===== src/design/htt_pkg.sv =====
`default_nettype none

package htt_pkg;

   localparam int HANDLE_W   = 16;
   localparam int NOW_W      = 32;
   localparam int EXPIRY_W   = 33;
   localparam int TIMEOUT_W  = 16;
   localparam int STATUS_W   = 3;
   localparam int MODE_W     = 2;
   localparam int OP_W       = 3;

   localparam int MAX_RESULTS = 16;
   localparam int NRES_W      = $clog2(MAX_RESULTS + 1);

   localparam logic [TIMEOUT_W-1:0] TIMEOUT_RESET = 16'd60;

   localparam logic [MODE_W-1:0] MODE_ADD    = 2'd0;
   localparam logic [MODE_W-1:0] MODE_DELETE = 2'd1;
   localparam logic [MODE_W-1:0] MODE_CLEAN  = 2'd2;

   localparam logic [STATUS_W-1:0] ST_ADDED     = 3'd0;
   localparam logic [STATUS_W-1:0] ST_REFRESHED = 3'd1;
   localparam logic [STATUS_W-1:0] ST_FULL      = 3'd2;
   localparam logic [STATUS_W-1:0] ST_DELETED   = 3'd3;
   localparam logic [STATUS_W-1:0] ST_NOT_FOUND = 3'd4;
   localparam logic [STATUS_W-1:0] ST_EXPIRED   = 3'd5;
   localparam logic [STATUS_W-1:0] ST_NONE      = 3'd6;

   localparam logic [OP_W-1:0] CELL_HOLD    = 3'd0;
   localparam logic [OP_W-1:0] CELL_ADD     = 3'd1;
   localparam logic [OP_W-1:0] CELL_DELETE  = 3'd2;
   localparam logic [OP_W-1:0] CELL_COMPACT = 3'd3;
   localparam logic [OP_W-1:0] CELL_MARK    = 3'd4;
   localparam logic [OP_W-1:0] CELL_ROTATE  = 3'd5;

   typedef struct packed {
      logic                valid;
      logic                flag;
      logic [HANDLE_W-1:0] handle;
      logic [EXPIRY_W-1:0] expiry;
   } htt_entry_type;

   typedef struct packed {
      logic [OP_W-1:0]     op;
      logic                found;
      logic                keep;
      logic [HANDLE_W-1:0] handle;
      logic [EXPIRY_W-1:0] expiry;
      logic [NOW_W-1:0]    now_seconds;
      logic [HANDLE_W-1:0] rc_handle;
      logic [EXPIRY_W-1:0] rc_expiry;
   } htt_cmd_type;

endpackage

`default_nettype wire


===== src/design/htt_channels.sv =====
`default_nettype none

interface htt_req_if;
   logic        valid;
   logic        ready;
   logic [1:0]  mode;
   logic [15:0] handle;
   logic [31:0] now_seconds;

   modport source (output valid, output mode, output handle, output now_seconds,
                   input ready);
   modport sink (input valid, input mode, input handle, input now_seconds,
                 output ready);
endinterface

interface htt_rsp_if;
   logic        valid;
   logic        ready;
   logic [2:0]  status;
   logic [15:0] result_handle;
   logic        last;

   modport source (output valid, output status, output result_handle, output last,
                   input ready);
   modport sink (input valid, input status, input result_handle, input last,
                 output ready);
endinterface

`default_nettype wire


===== src/design/htt_cell.sv =====
`default_nettype none

module htt_cell
   import htt_pkg::*;
(
   input  wire logic          clock,
   input  wire logic          reset,
   input  wire htt_cmd_type   cmd,
   input  wire logic          left_valid,
   input  wire htt_entry_type right,
   output htt_entry_type      entry,
   output logic               match,
   output logic               gap
);

   logic                valid_ff, valid_in;
   logic                flag_ff, flag_in;
   logic [HANDLE_W-1:0] handle_ff, handle_in;
   logic [EXPIRY_W-1:0] expiry_ff, expiry_in;

   assign match = valid_ff && (handle_ff == cmd.handle);
   assign gap   = !valid_ff && right.valid;

   always_comb begin
      entry.valid  = valid_ff;
      entry.flag   = flag_ff;
      entry.handle = handle_ff;
      entry.expiry = expiry_ff;
   end

   always_comb begin
      valid_in  = valid_ff;
      flag_in   = flag_ff;
      handle_in = handle_ff;
      expiry_in = expiry_ff;
      case (cmd.op)
         CELL_ADD: begin
            if (match) begin
               expiry_in = cmd.expiry;
            end else if (!cmd.found && !valid_ff && left_valid) begin
               valid_in  = 1'b1;
               flag_in   = 1'b0;
               handle_in = cmd.handle;
               expiry_in = cmd.expiry;
            end
         end
         CELL_DELETE: begin
            if (match) begin
               valid_in = 1'b0;
               flag_in  = 1'b0;
            end
         end
         CELL_COMPACT: begin
            // hole moves one cell toward the tail each cycle
            if (!valid_ff) begin
               valid_in  = right.valid;
               flag_in   = 1'b0;
               handle_in = right.handle;
               expiry_in = right.expiry;
            end else if (!left_valid) begin
               valid_in = 1'b0;
               flag_in  = 1'b0;
            end
         end
         CELL_MARK: begin
            flag_in = valid_ff && (expiry_ff <= {1'b0, cmd.now_seconds});
         end
         CELL_ROTATE: begin
            if (right.valid) begin
               valid_in  = 1'b1;
               flag_in   = right.flag;
               handle_in = right.handle;
               expiry_in = right.expiry;
            end else if (valid_ff) begin
               // tail takes the entry leaving the head unless it was emitted
               valid_in  = cmd.keep;
               flag_in   = 1'b0;
               handle_in = cmd.rc_handle;
               expiry_in = cmd.rc_expiry;
            end
         end
         default: begin
         end
      endcase
   end

   always_ff @(posedge clock) begin
      if (reset) begin
         valid_ff <= 1'b0;
         flag_ff  <= 1'b0;
      end else begin
         valid_ff <= valid_in;
         flag_ff  <= flag_in;
      end
      handle_ff <= handle_in;
      expiry_ff <= expiry_in;
   end

endmodule

`default_nettype wire


===== src/design/handle_timeout_table.sv =====
// handle_timeout_table: table of handles with expiry times, kept in insertion order.
// requests arrive on req_ch (mode, handle, now_seconds) and are taken when valid
// and ready are both high; ready is high only while the sequencer is idle.
// results leave on rsp_ch (status, result_handle, last) from an output register;
// last marks the final result of a request.
// csr_timeout_seconds is written whenever csr_valid is high (csr_ready is tied
// high); a zero write is ignored. the timeout resets to 60 seconds.
// storage is a row of CAPACITY cells, each shifting to its neighbor.
// add: the exec state decides the result by a parallel handle match in every cell.
// delete: the result is decided in the exec state, then the gap closes one cell per
// cycle, and the next request is taken once no gap is left.
// clean: expired flags are marked, then the table rotates through cell 0 once, one
// entry per cycle unless an expired head waits for the output register, emitting
// up to MAX_RESULTS expired entries as they pass, or a none result if none expired.
// a stalled receiver holds the output register, and the sequencer waits in
// place until the register frees up; no result is lost or repeated.
// synchronous reset empties the table and returns the sequencer to idle.
`default_nettype none

module handle_timeout_table
   import htt_pkg::*;
#(
   parameter int CAPACITY = 16
) (
   input  wire logic                 clock,
   input  wire logic                 reset,
   htt_req_if.sink                   req_ch,
   htt_rsp_if.source                 rsp_ch,
   input  wire logic                 csr_valid,
   output logic                      csr_ready,
   input  wire logic [TIMEOUT_W-1:0] csr_timeout_seconds
);

   localparam int CNT_W = $clog2(CAPACITY + 1);

   localparam logic [2:0] S_IDLE    = 3'd0;
   localparam logic [2:0] S_EXEC    = 3'd1;
   localparam logic [2:0] S_COMPACT = 3'd2;
   localparam logic [2:0] S_MARK    = 3'd3;
   localparam logic [2:0] S_ROTATE  = 3'd4;

   logic [2:0]           state_ff, state_in;
   logic [CNT_W-1:0]     count_ff, count_in;
   logic [CNT_W-1:0]     rot_ff, rot_in;
   logic [NRES_W-1:0]    n_ff, n_in;
   logic [TIMEOUT_W-1:0] timeout_ff;

   logic [MODE_W-1:0]    op_mode_ff;
   logic [HANDLE_W-1:0]  op_handle_ff;
   logic [NOW_W-1:0]     op_now_ff;
   logic [EXPIRY_W-1:0]  op_expiry_ff;

   logic                 rsp_valid_ff;
   logic [STATUS_W-1:0]  rsp_status_ff;
   logic [HANDLE_W-1:0]  rsp_handle_ff;
   logic                 rsp_last_ff;

   logic                 emit;
   logic [STATUS_W-1:0]  emit_status;
   logic [HANDLE_W-1:0]  emit_handle;
   logic                 emit_last;

   htt_cmd_type          cmd;
   htt_entry_type        cell_q [CAPACITY];
   htt_entry_type        right_q [CAPACITY];
   logic [CAPACITY-1:0]  left_valid;
   logic [CAPACITY-1:0]  match_vec, gap_vec, valid_vec, flag_vec, rest_vec;

   logic                 req_fire, out_free, found_any, full, head_exp;

   assign req_ch.ready = (state_ff == S_IDLE);
   assign req_fire     = req_ch.valid && req_ch.ready;
   assign out_free     = !rsp_valid_ff || rsp_ch.ready;
   assign found_any    = |match_vec;
   assign full         = (count_ff == CNT_W'(CAPACITY));
   assign csr_ready    = 1'b1;

   for (genvar g = 0; g < CAPACITY; g++) begin : g_cell
      if (g == 0) begin : g_head
         assign left_valid[g] = 1'b1;
      end else begin : g_mid
         assign left_valid[g] = cell_q[g-1].valid;
      end
      if (g == CAPACITY - 1) begin : g_tail
         assign right_q[g] = '0;
      end else begin : g_body
         assign right_q[g] = cell_q[g+1];
      end
      assign valid_vec[g] = cell_q[g].valid;
      assign flag_vec[g]  = cell_q[g].flag;
      assign rest_vec[g]  = (g != 0) && cell_q[g].flag;

      htt_cell u_cell (
         .clock      (clock),
         .reset      (reset),
         .cmd        (cmd),
         .left_valid (left_valid[g]),
         .right      (right_q[g]),
         .entry      (cell_q[g]),
         .match      (match_vec[g]),
         .gap        (gap_vec[g])
      );
   end

   assign head_exp = cell_q[0].flag && (n_ff != NRES_W'(MAX_RESULTS));

   always_comb begin
      state_in        = state_ff;
      count_in        = count_ff;
      rot_in          = rot_ff;
      n_in            = n_ff;
      cmd.op          = CELL_HOLD;
      cmd.found       = found_any;
      cmd.keep        = 1'b1;
      cmd.handle      = op_handle_ff;
      cmd.expiry      = op_expiry_ff;
      cmd.now_seconds = op_now_ff;
      cmd.rc_handle   = cell_q[0].handle;
      cmd.rc_expiry   = cell_q[0].expiry;
      emit            = 1'b0;
      emit_status     = ST_ADDED;
      emit_handle     = op_handle_ff;
      emit_last       = 1'b1;
      case (state_ff)
         S_IDLE: begin
            if (req_fire) begin
               case (req_ch.mode)
                  MODE_ADD, MODE_DELETE: state_in = S_EXEC;
                  MODE_CLEAN:            state_in = S_MARK;
                  default:               state_in = S_IDLE;
               endcase
            end
         end
         S_EXEC: begin
            if (out_free) begin
               emit = 1'b1;
               if (op_mode_ff == MODE_ADD) begin
                  cmd.op   = CELL_ADD;
                  state_in = S_IDLE;
                  if (found_any) begin
                     emit_status = ST_REFRESHED;
                  end else if (full) begin
                     emit_status = ST_FULL;
                  end else begin
                     emit_status = ST_ADDED;
                     count_in    = count_ff + CNT_W'(1);
                  end
               end else begin
                  cmd.op = CELL_DELETE;
                  if (found_any) begin
                     emit_status = ST_DELETED;
                     count_in    = count_ff - CNT_W'(1);
                     state_in    = S_COMPACT;
                  end else begin
                     emit_status = ST_NOT_FOUND;
                     state_in    = S_IDLE;
                  end
               end
            end
         end
         S_COMPACT: begin
            if (|gap_vec) begin
               cmd.op = CELL_COMPACT;
            end else begin
               state_in = S_IDLE;
            end
         end
         S_MARK: begin
            cmd.op   = CELL_MARK;
            rot_in   = count_ff;
            n_in     = '0;
            state_in = S_ROTATE;
         end
         S_ROTATE: begin
            if ((n_ff == '0) && !(|flag_vec)) begin
               if (out_free) begin
                  emit        = 1'b1;
                  emit_status = ST_NONE;
                  emit_handle = '0;
                  emit_last   = 1'b1;
                  state_in    = S_IDLE;
               end
            end else if (rot_ff == '0) begin
               state_in = S_IDLE;
            end else if (!head_exp || out_free) begin
               cmd.op   = CELL_ROTATE;
               cmd.keep = !head_exp;
               rot_in   = rot_ff - CNT_W'(1);
               if (head_exp) begin
                  emit        = 1'b1;
                  emit_status = ST_EXPIRED;
                  emit_handle = cell_q[0].handle;
                  emit_last   = !(|rest_vec) || (n_ff == NRES_W'(MAX_RESULTS - 1));
                  n_in        = n_ff + NRES_W'(1);
                  count_in    = count_ff - CNT_W'(1);
               end
            end
         end
         default: begin
            state_in = S_IDLE;
         end
      endcase
   end

   always_ff @(posedge clock) begin
      if (reset) begin
         state_ff     <= S_IDLE;
         count_ff     <= '0;
         rot_ff       <= '0;
         n_ff         <= '0;
         timeout_ff   <= TIMEOUT_RESET;
         rsp_valid_ff <= 1'b0;
      end else begin
         state_ff <= state_in;
         count_ff <= count_in;
         rot_ff   <= rot_in;
         n_ff     <= n_in;
         if (csr_valid && (csr_timeout_seconds != '0)) begin
            timeout_ff <= csr_timeout_seconds;
         end
         if (emit) begin
            rsp_valid_ff <= 1'b1;
         end else if (rsp_ch.ready) begin
            rsp_valid_ff <= 1'b0;
         end
      end
      if (req_fire) begin
         op_mode_ff   <= req_ch.mode;
         op_handle_ff <= req_ch.handle;
         op_now_ff    <= req_ch.now_seconds;
         op_expiry_ff <= {1'b0, req_ch.now_seconds} + EXPIRY_W'(timeout_ff);
      end
      if (emit) begin
         rsp_status_ff <= emit_status;
         rsp_handle_ff <= emit_handle;
         rsp_last_ff   <= emit_last;
      end
   end

   assign rsp_ch.valid         = rsp_valid_ff;
   assign rsp_ch.status        = rsp_status_ff;
   assign rsp_ch.result_handle = rsp_handle_ff;
   assign rsp_ch.last          = rsp_last_ff;

   // occupied cells always agree with the entry count
   a_count_matches: assert property (@(posedge clock) disable iff (reset)
      $countones(valid_vec) == int'(count_ff))
      else $error("cell occupancy differs from entry count");

   a_no_gap_idle: assert property (@(posedge clock) disable iff (reset)
      (state_ff == S_IDLE) |-> !(|gap_vec))
      else $error("table has a gap while idle");

   a_unique_match: assert property (@(posedge clock) disable iff (reset)
      $onehot0(match_vec))
      else $error("handle stored more than once");

   a_emit_bound: assert property (@(posedge clock) disable iff (reset)
      n_ff <= NRES_W'(MAX_RESULTS))
      else $error("too many expired results in one clean");

   a_rotate_ends: assert property (@(posedge clock) disable iff (reset)
      (state_ff == S_ROTATE && rot_ff == '0 && n_ff != '0) |=> (state_ff == S_IDLE))
      else $error("clean did not finish after full rotation");

endmodule

`default_nettype wire


===== src/flat_wrapper.sv =====
// flat-port wrapper written by rule: the top's interface ports become plain ports
module handle_timeout_table_flat import htt_pkg::*;
#(
   parameter int CAPACITY = 16
)
  (clock, reset, csr_valid, csr_ready, csr_timeout_seconds, req_ch_valid, req_ch_mode, req_ch_handle, req_ch_now_seconds, req_ch_ready, rsp_ch_valid, rsp_ch_status, rsp_ch_result_handle, rsp_ch_last, rsp_ch_ready);
  htt_req_if req_ch_i ();
  htt_rsp_if rsp_ch_i ();
  input  wire logic clock;
  input  wire logic reset;
  input  wire logic csr_valid;
  output logic csr_ready;
  input  wire logic [TIMEOUT_W-1:0] csr_timeout_seconds;
  input wire logic [$bits(req_ch_i.valid)-1:0] req_ch_valid;
  input wire logic [$bits(req_ch_i.mode)-1:0] req_ch_mode;
  input wire logic [$bits(req_ch_i.handle)-1:0] req_ch_handle;
  input wire logic [$bits(req_ch_i.now_seconds)-1:0] req_ch_now_seconds;
  output wire logic [$bits(req_ch_i.ready)-1:0] req_ch_ready;
  output wire logic [$bits(rsp_ch_i.valid)-1:0] rsp_ch_valid;
  output wire logic [$bits(rsp_ch_i.status)-1:0] rsp_ch_status;
  output wire logic [$bits(rsp_ch_i.result_handle)-1:0] rsp_ch_result_handle;
  output wire logic [$bits(rsp_ch_i.last)-1:0] rsp_ch_last;
  input wire logic [$bits(rsp_ch_i.ready)-1:0] rsp_ch_ready;
  assign req_ch_i.valid = req_ch_valid;
  assign req_ch_i.mode = req_ch_mode;
  assign req_ch_i.handle = req_ch_handle;
  assign req_ch_i.now_seconds = req_ch_now_seconds;
  assign req_ch_ready = req_ch_i.ready;
  assign rsp_ch_valid = rsp_ch_i.valid;
  assign rsp_ch_status = rsp_ch_i.status;
  assign rsp_ch_result_handle = rsp_ch_i.result_handle;
  assign rsp_ch_last = rsp_ch_i.last;
  assign rsp_ch_i.ready = rsp_ch_ready;
  handle_timeout_table #(.CAPACITY(CAPACITY)) u_core (.clock(clock), .reset(reset), .req_ch(req_ch_i), .rsp_ch(rsp_ch_i), .csr_valid(csr_valid), .csr_ready(csr_ready), .csr_timeout_seconds(csr_timeout_seconds));
endmodule

===== config.mk =====
export PLATFORM = sky130hd
export DESIGN_NAME = handle_timeout_table_flat
export DESIGN_NICKNAME = d
export VERILOG_FILES = /design/src/design/htt_pkg.sv /design/src/design/htt_channels.sv /design/src/design/htt_cell.sv /design/src/design/handle_timeout_table.sv /design/src/flat_wrapper.sv
export SDC_FILE = /design/constraint.sdc
export NUM_CORES = 2
export LEC_CHECK = 0
export BUFFER_PORTS_ARGS = -buffer_cell sky130_fd_sc_hd__buf_4
export CAP_MARGIN = 5
export CELL_PAD_IN_SITES_DETAIL_PLACEMENT = 1
export CELL_PAD_IN_SITES_GLOBAL_PLACEMENT = 2
export CORE_UTILIZATION = 46
export CTS_CLUSTER_SIZE = 25
export DETAILED_ROUTE_END_ITERATION = 8
export PLACE_DENSITY_LB_ADDON = 0.1
export SLEW_MARGIN = 30
export SYNTH_ARGS = -nofsm -noshare
export SYNTH_HDL_FRONTEND = slang
export SYNTH_SLANG_ARGS = --single-unit

===== constraint.sdc =====
create_clock -name clock -period 13.2 [get_ports clock]
set_clock_uncertainty 0.05 [all_clocks]
set_input_delay 2.64 -clock clock [delete_from_list [all_inputs] [get_ports clock]]
set_output_delay 2.64 -clock clock [all_outputs]
set_load 0.05 [all_outputs]

-- Word level (Yosys, flattened, before mapping)
Index checks and enable logic that the tools add are counted.
W data, S select, Z words.
- add/subtract/negate cells: 5
- multiply operators: 0
- divide/modulo/power cells: 0
- $lt $le $gt $ge: 16
- equality and inequality tests: 154
- shift operators: 0
- mux-type cells: 488
- bitwise gates (word level): 3
- reduce and logical (&&, ||, !) cells: 192
- operators by type and width (cell ; number):
    $mux W33 ; 78
    $pmux W33 S3 ; 16
    $mux W16 ; 84
    $pmux W16 S3 ; 16
    $le A33 B32 Y1 ; 16
    $eq A16 B16 Y1 ; 16
    $mux W1 ; 214
    $ne A3 B3 Y1 const B ; 47
    $ne A2 B2 Y1 const B ; 70
    $reduce_and A4 Y1 ; 33
    $reduce_and A6 Y1 ; 16
    $reduce_and A5 Y1 ; 18
    $logic_and A1 B1 Y1 ; 82
    $mux W5 ; 16
    $pmux W1 S5 ; 16
    $pmux W1 S4 ; 16
    $mux W3 ; 20
    $add A32 B16 Y33 ; 1
    $reduce_or A16 Y1 ; 2
    $pmux W5 S2 ; 3
    $reduce_or A15 Y1 ; 2
    $logic_not A1 Y1 ; 21
    $reduce_bool A16 Y1 ; 1
    $pmux W3 S5 ; 1
    other kinds (30) ; 53
- bits in registers: 954
- latch bits: 0
- memory bits (writable): 0
- memory bits (read-only): 0
- output and inout bits: 23
- word-level logic and storage cells: 935
- memories kept: 0

-- Logic depth before layout (Yosys ltp)
- depth after elaboration: 11
- mapped depth: 13
- mapped depth without buffers: 12

-- Cells and area by module
A second synthesis with hierarchy kept.
- cells, all modules: 7166
- area, all modules: 67247.0 um2
- by module, submodules not included (module ; times used ; cells an instance ; area each (um2) ; sequential area each (um2)):
    htt_cell (u_core.g_cell[0].u_cell ...) ; 11 ; 419 ; 3824.9 ; 1511.4
    htt_cell (u_core.g_cell[5].u_cell ...) ; 3 ; 402 ; 3756.1 ; 1511.4
    handle_timeout_table ; 1 ; 567 ; 6498.7 ; 3793.6
    htt_cell (u_core.g_cell[9].u_cell) ; 1 ; 395 ; 3722.3 ; 1511.4
    htt_cell (u_core.g_cell[8].u_cell) ; 1 ; 389 ; 3683.5 ; 1511.4

-- Worst setup path before layout
No wires, ideal clock.
- path type: input to register
- start: in rsp_ch_ready
- end: reg u_core.g_cell[7].u_cell.expiry_ff[0] (enable)
- arrival: 6810 ps
- required time: 12644 ps
- slack: 5834 ps
- cell stages on the path: 8
- cells stage by stage: nand2b_1 > nand2_1 > clkbuf_1 > nor2_1 > clkbuf_1 > o21ai_1 > nor2_1 > nor4_1
- word-level cells in the longest chain between the ends: 9
- elaborated cells on any way between the ends: 15
- those cells by class: eq/ne (6); mux (5); reduce/logical (4)
- ends and longest elaborated chain (item ; line ; source):
    start, declared ; flat_wrapper.sv:23 ; input wire logic [$bits(rsp_ch_i.ready)-1:0] rsp_ch_ready;
    $logic_or A1 B1 Y1 * ; handle_timeout_table.sv:73 ; assign out_free = !rsp_valid_ff || rsp_ch.ready;
    $logic_or A1 B1 Y1 ; handle_timeout_table.sv:185 ; end else if (!head_exp || out_free) begin
    $mux W3 ; handle_timeout_table.sv:185 ;
    $mux W3 ; handle_timeout_table.sv:183 ; end else if (rot_ff == '0) begin
    $mux W3 ; handle_timeout_table.sv:175 ; if ((n_ff == '0) && !(|flag_vec)) begin
    $pmux W3 S4 * ; handle_timeout_table.sv:124 ; case (state_ff)
    $eq A3 B1 Y1 (tied with other cells) ; htt_cell.sv:36 ; case (cmd.op)
    $ne A3 B3 Y1 (no line) (tied with other cells) ; n/a ;
    $reduce_and A4 Y1 (no line) * ; n/a ;
    end signal, assigned ; htt_cell.sv:96 ; expiry_ff <= expiry_in;
    end, declared ; htt_cell.sv:19 ; logic [EXPIRY_W-1:0] expiry_ff, expiry_in;
Mark *: on every way between the ends. The rest lies on a longest branch, timed or not.
A chain may end at the register's enable or synchronous reset.

-- Worst setup path after layout
- start: in rsp_ch_ready
- end: reg u_core.g_cell[13].u_cell.expiry_ff[10] (enable)
- word-level cells in the longest chain between the ends: 9
- elaborated cells on any way between the ends: 15
- those cells by class: eq/ne (6); mux (5); reduce/logical (4)
- ends and longest elaborated chain (item ; line):
    $logic_or A1 B1 Y1 * ; handle_timeout_table.sv:73
    $logic_or A1 B1 Y1 ; handle_timeout_table.sv:185
    $mux W3 ; handle_timeout_table.sv:185
    $mux W3 ; handle_timeout_table.sv:183
    $mux W3 ; handle_timeout_table.sv:175
    $pmux W3 S4 * ; handle_timeout_table.sv:124
    $eq A3 B1 Y1 (tied with other cells) ; htt_cell.sv:36
    $ne A3 B3 Y1 (no line) (tied with other cells) ; n/a
    $reduce_and A4 Y1 (no line) * ; n/a
    end signal, assigned ; htt_cell.sv:96
    end, declared ; htt_cell.sv:19
Marked as above.

==> impl_results.md <==
* Largest area contributor in the netlist: edfxtp_1
* Most frequent cells in the layout: nand2_1, edfxtp_1, o211ai_1
* Placed cell areas at 59700 um^2
* Post-CTS Setup Inserts at 0
* CTS root buffer: clkbuf_16
* Max-slew violation count at 0
* CTS Buf Count at 113
* Most common cell after layout, fill and taps aside: nand2_1
* TritonRoute pass-1 iters at 5
* Row count at 129
* Largest net degree at the start of global routing at 65
* F_max at 176 MHz
* Worst path max stage delay at 0.95 ns
* Total GRT Usage at 37.0%
* Final nets at 6023
* Final GP Congestion at 0.950
* Share of cells above drive strength 1 at 9.28%
* Chip height at 355 um
* Crit path kind: in -> reg
* P_leak at 22.6 nW
* Width of the die at 355 um
* Yosys cell types at 92
* Crit-path slowest cell: o211a_2
* Ys flop type: edfxtp_1
* Worst Tran Pin Value at 1.10 ns
* Number of H-tree levels at 3
* Yosys top cell area share at 46.5%
* Via density at 6.66
* Sequential-to-total area share from yosys stat at 48.9%
* R2R cell count at 11
* Maximum vdd drop at 0.119 mV
* DRC viols at 0
* Max Root-Sink Buffers at 3
* Worst Path Required at 13.55 ns
* CP cell instances: buf_4, nand2b_1, and2_1, nand2_1, nand2_1, o211a_2, buf_4
* Normalized max-slew margin at 26.5%
* RSZ-0062 raised after global routing: no
* WP data arrival at 6.03 ns
* First-pass GRT wire length at 340 mm
* Endpoints failing setup at 0
* HPWL Detailed at 161 mm
* Vias after detailed routing at 47600
* Mapped Avg Cell Area at 10.5 um^2
* Area added between synthesis and finish at 11.0%
* Synth warnings at 0
* Post-Syn Nets at 6043
* Post-synth ARST share at 0%
* CORE AREA at 123000 um^2
* Fin crit share at 43.1%
* Worst setup EP type: flop
* Global routing's busiest layer: met2
* Area contributors post-synth: edfxtp_1, ha_1, o211ai_1
* Antenna violation net count after detailed routing at 0
* Worst setup SP type: primary input
* Worst-path fanout max at 19
* Ports at 94
* Total grt overflow at 0
* Cell Area, Synth at 57200 um^2
* Final WS setup at 7.52 ns
* Reg2Reg Setup Slack at 8.03 ns
* Die ar. at 126000 um^2
* Starting density of the core at 46.4%
* Hold crit path type: reg -> reg
* Outcome: complete, no violations
* CTS tree: yes
* Worst-path clk slew at 0.06 ns
* Pwr/cell area at 162 nW/um^2
* IO buf count at 92
* Worst skew pair latency at 0.75 ns
* Met2 GRT Util at 56.5%
* Setup TNS at 0 ns
* Place WS at 6.92 ns
* Post-cts resize count at 0
* Vias in the first global route at 48300
* Initial drt markers at 5454
* Initial antenna violation count at 14
* Number of flops mapped to enable cells by yosys at 887
* Max_cap viols at 0
* Average wire per standard cell at 33.0 um
* Hold Buf Count CTS at 0
* Hold-critical path depth at 2
* Synthesized instance count at 5436
* Finished Cell Area at 63500 um^2
* Final Hold Vio Count at 0
* WL final at 236 mm
* Grt met3 use at 8.11%
* Global Route met1 Usage at 49.5%
* Yosys reg bits at 954
* CTS sink cnt at 954
* Min cycle time layout at 5.68 ns
final timing paths:
path / startpoint / end
max: rsp_ch_ready / u_core.g_cell[13].u_cell.expiry_ff[10]$_DFFE_PP_
min: u_core.timeout_ff[3]$_SDFFE_PP1P_ / u_core.timeout_ff[3]$_SDFFE_PP1P_
max reg2reg: u_core.state_ff[2]$_SDFFE_PP0P_ / u_core.g_cell[12].u_cell.expiry_ff[24]$_DFFE_PP_
min reg2reg: u_core.timeout_ff[3]$_SDFFE_PP1P_ / u_core.timeout_ff[3]$_SDFFE_PP1P_
per-layer routing:
metal / routed length [um] / vias up
li1: - / 20600
met2: 103000 / 2336
met1: 98800 / 24200
met4: 13700 / 12
met5: 73 / -
met3: 20900 / 515
layout make-up:
cell class,instances,area [um^2]
antenna,2,5.00
clock buffer,128,2950
clock inverter,86,807
fill,13200,59900
inverter,85,319
multi-input combinational,4034,27700
sequential,954,28000
tap,1637,2050
timing repair buffer,228,1730
state kept, by name (all words and copies together), names as in the netlist:
| register | cells |
|---|---|
| u_core.rot_ff | 5 |
| u_core.n_ff | 5 |
| u_core.rsp_ch.valid | 1 |
| u_core.rsp_ch.result_handle | 16 |
| u_core.timeout_ff | 16 |
| u_core.op_now_ff | 32 |
| u_core.rsp_ch.status | 3 |
| u_core.g_cell.u_cell.expiry_ff | 528 |
| u_core.state_ff | 3 |
| u_core.g_cell.u_cell.valid_ff | 16 |
| u_core.count_ff | 5 |
| u_core.op_mode_ff | 2 |
| u_core.g_cell.u_cell.flag_ff | 16 |
| u_core.g_cell.u_cell.handle_ff | 256 |
| u_core.rsp_ch.last | 1 |
| u_core.op_expiry_ff | 33 |
| u_core.op_handle_ff | 16 |
per-stage QoR:
| step | hold slack [ns] | utilization (%) | std cells | power [mW] |
|---|---|---|---|---|
| after CTS | 0.442 | 51.4 | 7152 | 10.2 |
| after global routing | 0.481 | 51.4 | 7152 | 10.6 |
| after floorplan | 0.396 | - | 5436 | 5.83 |
| final | 0.436 | 51.5 | 7154 | 10.3 |
| after global placement | 0.417 | 48.3 | 6937 | 6.87 |
| after detailed placement | 0.427 | 48.4 | 6938 | 6.97 |
synthesized netlist by cell type (all sizes together) (8+ instances only):
cell type	count
a211o	11
nor3	60
buf	82
nand2b	35
or3	8
a31oi	26
and3	30
a22o	16
and2	9
nand4b	14
inv	84
nand4	142
a2111oi	10
nand2	1053
o21ai	186
or2	8
a21o	118
a221oi	10
nand3	61
nor2	196
o31ai	17
o21bai	9
nor2b	60
clkbuf	281
nor4b	9
a211oi	19
ha	535
nor4	68
xnor2	138
dfxtp	67
or4	10
a21oi	200
o21a	18
edfxtp	887
mux2i	18
o211ai	692
xor2	149
power breakdown:
group / total [mW] / leakage (nW) / internal [mW] / switching (mW)
clock network: 3.25 / 1.86 / 1.87 / 1.38
logic: 2.76 / 12.1 / 0.839 / 1.92
registers: 4.25 / 8.69 / 3.92 / 0.329
total: 10.3 / 22.6 / 6.63 / 3.64
kinds of logic after synthesis:
family / count (synthesis) / synth area share [%]
AOI/OAI and AO/OA: 1397 / 16.9
xor gates and xnor gates: 287 / 4.41
adders and majority gates: 536 / 11.7
buffers and inverters: 448 / 3.44
DFF: 954 / 48.9
muxes: 21 / 0.380
other: 1 / 0.00655
and+or+nand+nor: 1792 / 14.2
worst max-delay path, delay by kind of cell:
family                 cells  cell delay, ns
AO/OA/AOI/OAI              1            0.95
buffers and inverters      2            0.53
AND/OR/NAND/NOR            4            1.86
Note: power is estimated with default switching activity, not from simulation.
